File: config.mk
export PLATFORM = sky130hd
export DESIGN_NAME = e2q_cordic_cell
export DESIGN_NICKNAME = d
export VERILOG_FILES = /design/src/design/e2q_pkg.sv /design/src/design/e2q_cordic_cell.sv
export SDC_FILE = /design/constraint.sdc
export NUM_CORES = 2
export LEC_CHECK = 0
export ABC_CLOCK_PERIOD_IN_PS = 1600
export BUFFER_PORTS_ARGS = -buffer_cell sky130_fd_sc_hd__buf_2
export CORE_MARGIN = 2
export CORE_UTILIZATION = 40
export CTS_CLUSTER_DIAMETER = 50
export DETAILED_ROUTE_END_ITERATION = 6
export REMOVE_ABC_BUFFERS = 1
export SKIP_LAST_GASP = 1
export SLEW_MARGIN = 25
export SYNTH_ARGS = -nofsm -noshare
export SYNTH_HDL_FRONTEND = slang
export SYNTH_SLANG_ARGS = --single-unit
File: constraint.sdc
create_clock -name clk -period 1.6 [get_ports clk]
set_input_delay 0.32 -clock clk [delete_from_list [all_inputs] [get_ports clk]]
set_output_delay 0.32 -clock clk [all_outputs]
set_load 0.01 [all_outputs]
File: src/design/e2q_pkg.sv
package e2q_pkg;

    localparam int ANGLE_WIDTH       = 16;
    localparam int OUT_FRACTION_BITS = 14;
    localparam int CORDIC_STAGES     = 16;
    localparam int QX_FRAC           = 30;
    localparam int Z_WIDTH           = 34;
    localparam int XY_WIDTH          = 33;
    localparam int OUT_WIDTH         = 16;
    localparam int STAGE_IDX_WIDTH   = $clog2(CORDIC_STAGES);
    localparam logic signed [XY_WIDTH-1:0] CORDIC_GAIN_Q30 = 33'sd652032874;

    typedef struct packed {
        logic signed [XY_WIDTH-1:0] x;
        logic signed [XY_WIDTH-1:0] y;
        logic signed [Z_WIDTH-1:0]  z;
    } rot_t;

    typedef struct packed {
        rot_t roll;
        rot_t pitch;
        rot_t yaw;
    } trio_t;

    function automatic logic [31:0] atan_step(input logic [4:0] idx);
        logic [31:0] v;
        begin
            case (idx)
                5'd0:  v = 32'h20000000;
                5'd1:  v = 32'h12E4051E;
                5'd2:  v = 32'h09FB385B;
                5'd3:  v = 32'h051111D4;
                5'd4:  v = 32'h028B0D43;
                5'd5:  v = 32'h0145D7E1;
                5'd6:  v = 32'h00A2F61E;
                5'd7:  v = 32'h00517C55;
                5'd8:  v = 32'h0028BE53;
                5'd9:  v = 32'h00145F2F;
                5'd10: v = 32'h000A2F98;
                5'd11: v = 32'h000517CC;
                5'd12: v = 32'h00028BE6;
                5'd13: v = 32'h000145F3;
                5'd14: v = 32'h0000A2FA;
                5'd15: v = 32'h0000517D;
                5'd16: v = 32'h000028BE;
                5'd17: v = 32'h0000145F;
                5'd18: v = 32'h00000A30;
                5'd19: v = 32'h00000518;
                5'd20: v = 32'h0000028C;
                5'd21: v = 32'h00000146;
                5'd22: v = 32'h000000A3;
                5'd23: v = 32'h00000051;
                5'd24: v = 32'h00000029;
                5'd25: v = 32'h00000014;
                5'd26: v = 32'h0000000A;
                5'd27: v = 32'h00000005;
                5'd28: v = 32'h00000003;
                5'd29: v = 32'h00000001;
                5'd30: v = 32'h00000001;
                default: v = 32'h00000000;
            endcase
            return v;
        end
    endfunction

    // round Q60 sum to output fraction, clamp to +-1
    function automatic logic signed [OUT_WIDTH-1:0] finish(input logic signed [63:0] q60);
        localparam int SH = 2 * QX_FRAC - OUT_FRACTION_BITS;
        logic signed [64:0] t;
        logic signed [64:0] one;
        begin
            one = 65'sd1 <<< OUT_FRACTION_BITS;
            t = ($signed({q60[63], q60}) + (65'sd1 <<< (SH - 1))) >>> SH;
            if (t > one) t = one;
            if (t < -one) t = -one;
            return t[OUT_WIDTH-1:0];
        end
    endfunction

endpackage

File: src/design/e2q_cordic_cell.sv
module e2q_cordic_cell
    import e2q_pkg::*;
(
    input  logic                       clk,
    input  logic                       rst_n,
    input  logic                       en,
    input  logic [STAGE_IDX_WIDTH-1:0] idx,
    input  logic                       vld_in,
    input  trio_t                      d_in,
    output logic                       vld_out,
    output trio_t                      d_out
);

    logic  vld_reg;
    trio_t d_reg;
    trio_t d_next;

    function automatic rot_t rotate(input rot_t r, input logic [STAGE_IDX_WIDTH-1:0] i);
        logic signed [XY_WIDTH-1:0] dx;
        logic signed [XY_WIDTH-1:0] dy;
        logic signed [Z_WIDTH-1:0]  da;
        rot_t o;
        begin
            dx = r.y >>> i;
            dy = r.x >>> i;
            da = $signed({1'b0, atan_step(5'(i)), 1'b0});
            if (!r.z[Z_WIDTH-1]) begin
                o.x = r.x - dx;
                o.y = r.y + dy;
                o.z = r.z - da;
            end
            else begin
                o.x = r.x + dx;
                o.y = r.y - dy;
                o.z = r.z + da;
            end
            return o;
        end
    endfunction

    always_comb
    begin
        d_next.roll  = rotate(d_in.roll, idx);
        d_next.pitch = rotate(d_in.pitch, idx);
        d_next.yaw   = rotate(d_in.yaw, idx);
    end

    always_ff @(posedge clk or negedge rst_n)
    begin
        if (!rst_n)
            vld_reg <= 1'b0;
        else if (en)
            vld_reg <= vld_in;
    end

    always_ff @(posedge clk)
    begin
        if (en)
            d_reg <= d_next;
    end

    assign vld_out = vld_reg;
    assign d_out   = d_reg;

endmodule

# Yosys cells after proc, flatten, opt, wreduce, memory -nomap -nowiden
# Memories as Yosys holds them, arrays and structs flattened.
# Cells that the tools add are included.
# totals
romBits	1440
ff_bits	301
memories	3
output_inout_bits	301
inputBits	308
# mem_list
name	depth	word_bits	read_ports	rd_ports_with_merged_regs	wr	line	source
(no name shown)	16	30	1	0	0	e2q_pkg.sv:28	case (idx)
(no name shown)	16	30	1	0	0	e2q_pkg.sv:28	
(no name shown)	16	30	1	0	0	e2q_pkg.sv:28	
# op_classes
mux	3
add_sub_neg	18
n_shift	6
# op_table
cell	count
$mux W100	3
$add A33 B33 Y33	6
$sshr A33 B4 Y33	6
$sub A33 B33 Y33	6
$add A34 B34 Y34	3
$sub A34 B34 Y34	3

# Logic depth before layout (Yosys ltp)
# logic_depth
ltp_word	3
ltp_mapped	33

# Worst setup path before layout
# OpenSTA, ideal clock, no wires.
# synth_timing
kind	input to register
start	input port idx[1]
end	register d_reg, in the netlist d_out[233], data pin
required_time_ns	1.338
path_buffers	10
stages	32
setup_time_ns	0.262
t_arrival_ns	6.994
setup_slack_ns	-5.655
cell_sequence	buf_2 > inv_1 > buf_4 > buf_2 > buf_2 > buf_2 > buf_2 > buf_2 > clkbuf_1 > buf_1 > ha_1 > clkbuf_1 > nor2_1 > a211oi_1 > a21oi_1 > ha_1 > and3_1 > nor3b_2 > nand3_1 > nor2_1 > or2_2 > o21ai_0 > ha_1 > a21o_1 > a21o_1 > a21oi_1 > o21ai_0 > a21o_1 > o311a_1 > a2111oi_0 > nor3_1 > xnor2_1
# synth_rtl
item	line	source
from (decl)	e2q_cordic_cell.sv:7	input logic [STAGE_IDX_WIDTH-1:0] idx,
to (signal assigned)	e2q_cordic_cell.sv:59	d_reg <= d_next;
to (decl)	e2q_cordic_cell.sv:15	trio_t d_reg;

==> impl_metrics.csv <==
group,metric,value,unit
routing,antenna_left,0,
hold_path,hp-class,"in -> reg",
pwr,power_density,937.4,mW/mm2
worst_setup_path,crit_path_max_incr_delay,0.55,ns
worst_setup_path,r2r_setup_slack,0.86,ns
worst_setup_path,endpoint_kind,"flip-flop",
pwr,vdd_drop_max,0.0009322,V
logic_synthesis,synth_edf_count,300,
grt,grt_max_degree,39,
logic_synthesis,synth_area_leaders,"edfxtp_1 (23%), mux4_2 (13%), ha_1 (9.6%), xnor2_1 (6.5%), a21oi_1 (5.4%)",
floorplanning,initial_utilization,40.32,%
grt,grt.overflow.total,0,
timing,tns,-670.68,ns
logic_synthesis,yosys.area.top_type_share,22.70,%
cts,cts_tree,"built",
floorplanning,die_area,0.1017,mm2
logic_synthesis,netlist_top_cells_count,"nand2_1 (490), a21oi_1 (431), nor2_1 (345), ha_1 (306), edfxtp_1 (300)",
timing,setup_viol,319,
pwr,p_total,62.02,mW
cts,cts.hold.buffers_added,7,
timing,slew_violations,0,
grt,grt_pass1_wl,253.9,mm
floorplanning,core_area,0.09842,mm2
timing,fin_crit_sh,305.9,%
cts,cts_made_buffers,55,
floorplanning,std_cell_rows,115,
timing,min_period,4.894,ns
cts,clk_pin_slew_worst_paths,0.05,ns
routing,drc,0,
worst_setup_path,cp.required,2.01,ns
final_layout,area_delta_synth_final,66.74,%
final_layout,drive_above_1_share,53.36,%
worst_setup_path,start_kind,"primary input",
logic_synthesis,syn_inst,4406,
cts,cts-root-buf,"clkbuf_16",
timing,holdWs,-0.04013,ns
worst_setup_path,critPathMaxFanout,7,
logic_synthesis,yosys_most_used_dff,"edfxtp_1",
worst_setup_path,cp_slowest_cell,"mux4_2",
routing,finalWirelength,177.4,mm
timing,hold_viol_final,4,
final_layout,stdcell_area,0.06617,mm2
cts,htreeDepth,2,
logic_synthesis,yosysMostFrequentCell,"nand2_1",
placement,gp_congestion,0.9967,
cts,cts.sinks,301,
routing,drt-vias-per-instance,5.694,
placement,dpl-instance-area,0.05674,mm2
cts,clockBufferDepth,3,
timing,timing.final.ws_setup,-3.294,ns
placement,dp.final_hpwl,134.6,mm
logic_synthesis,synthArstFlopShare,0.3322,%
grt,grt_pass1_vias,44900,
worst_setup_path,cp.arrival,5.31,ns
flow_run,maxCapViolCount,0,
logic_synthesis,ys_ff_latch,301,
outcome,violations,"hold timing, setup timing",
logic_synthesis,syn_area_per_cell,9.007,um2
floorplanning,io_pins,609,
logic_synthesis,ys_types,109,
floorplanning,die_height,319.0,um
timing,relSlewSlack,51.87,%
routing,drt-wirelength-per-cell,21.48,um
cts,clk_latency,0.68,ns
worst_setup_path,worstSetupPathType,"in -> reg",
logic_synthesis,syn-cell-area,0.03968,mm2
timing,rsz0062_at_grt,"true",
placement,io_buffer_count,608,
timing,fmax,204.3,MHz
routing,drt_iter0_drc,4234,
worst_setup_path,path_cells,"buf_16 > buf_12 > buf_12 > buf_12 > buf_6 > mux4_2 > nor3_4 > a31oi_2 > o22ai_2 > nand2_1 > or4b_4 > buf_6 > buf_6 > nor4b_4 > a21oi_2 > xor2_1 > ha_2 > and2_4 > or4_4 > o211ai_1 > a21oi_2 > a311oi_2 > xnor2_1",
grt,antenna_found_initial,46,
pwr,p_leak,30.13,nW
placement,post-place-ws,-4.348,ns
timing,tightestPinTransition,0.7144,ns
timing,fin_worst_skew,0,ns
floorplanning,fp.dieW,319.0,um
routing,first_pass_iters,6,
final_layout,final_nets,7516,
logic_synthesis,ys_seq_area_share,22.76,%
outcome,status,"finished, violations left",
logic_synthesis,yosysTopAreaCell,"edfxtp_1",
routing,route.vias.total,47040,
grt,grt_usage,31.86,%
logic_synthesis,ys_warn_count,0,
-- path summary, 6_finish.rpt --
check	from	to	cells past startpoint
worst min-delay path	d_in[101]	d_out[101]	2
worst min register to register	vld_out	vld_out	1
max in group asynchronous	rst_n	vld_out	3
worst max register to register	vld_out	vld_out	1
worst max-delay path	idx[0]	d_out[266]	23
min in group asynchronous	rst_n	vld_out	3
-- layout by cell type, fill, tap and decap left out, types with 113 or more instances in the layout --
cell type and count:
xor2_1 145, ha_1 260, a21o_1 119, buf_2 600
edfxtp_1 300, o21ai_0 141, mux4_2 225, buf_6 113
a21oi_1 312, xnor2_1 251, nand2_1 464, mux2i_1 115
buf_4 1845, nor2_1 291
-- layer usage --
metal | up-vias | global-route usage (%) | wire length [um]
met3 | 526 | 5.703 | 13540
met2 | 2091 | 52.40 | 84340
met4 | 26 | 15.73 | 9729
li1 | 21670 | - | -
met1 | 22720 | 40.28 | 69620
met5 | - | 0 | 172
-- critical path: cells and delay by family --
family	cells	cell delay, ns
XOR/XNOR	2	0.31
multiplexers	1	0.55
buffers and inverters	7	0.89
AO/OA/AOI/OAI	6	1.13
AND/OR/NAND/NOR	6	1.89
adder cells (fa/ha/maj)	1	0.20
-- report_power, final --
group	switching (mW)	internal [mW]	total, mW
Combinational	18.3	18.7	37.0
Sequential	0.861	11.8	12.6
Clock	4.97	7.43	12.4
-- sequential cells by signal, indices dropped and copies added (netlist names) --
name	cells
d_out	300
vld_out	1
-- per-stage QoR --
stage                     std cells  util, %
after floorplan                4193        -
after global placement         7819    57.65
after detailed placement       7819    57.65
after CTS                      8074    62.57
after global routing           8256    67.22
final                          8261    67.23
-- timing repair --
| action | 4_1_cts | 5_1_grt |
|---|---|---|
| pin swaps | 175 | 423 |
| endpoints found under the hold margin | 22 | 4 |
| setup buffers | 140 | 177 |
| gates cloned | 9 | 4 |
| setup endpoints to repair | 331 | 328 |
| gates resized for setup | 336 | 738 |
-- final cells by class --
class                      instances  area (um2)
tap                             1287        1610
clock buffer                      59        1413
sequential                       301        9034
antenna                           34       85.08
fill                            7651       32250
clock inverter                    45       526.8
multi-input combinational       3777       33230
timing repair buffer            2643       19820
inverter                         115       447.9
-- cells by family after synthesis --
kind of cell	count (synthesis)	share of synthesized area, %
and+or+nand+nor	1345	15.82
AOI/OAI and AO/OA	1237	19.38
xor gates and xnor gates	456	10.06
muxes	424	18.00
buffers and inverters	328	3.866
adders and majority gates	315	10.10
DFF	301	22.76
(Power assumes the default switching activity.)
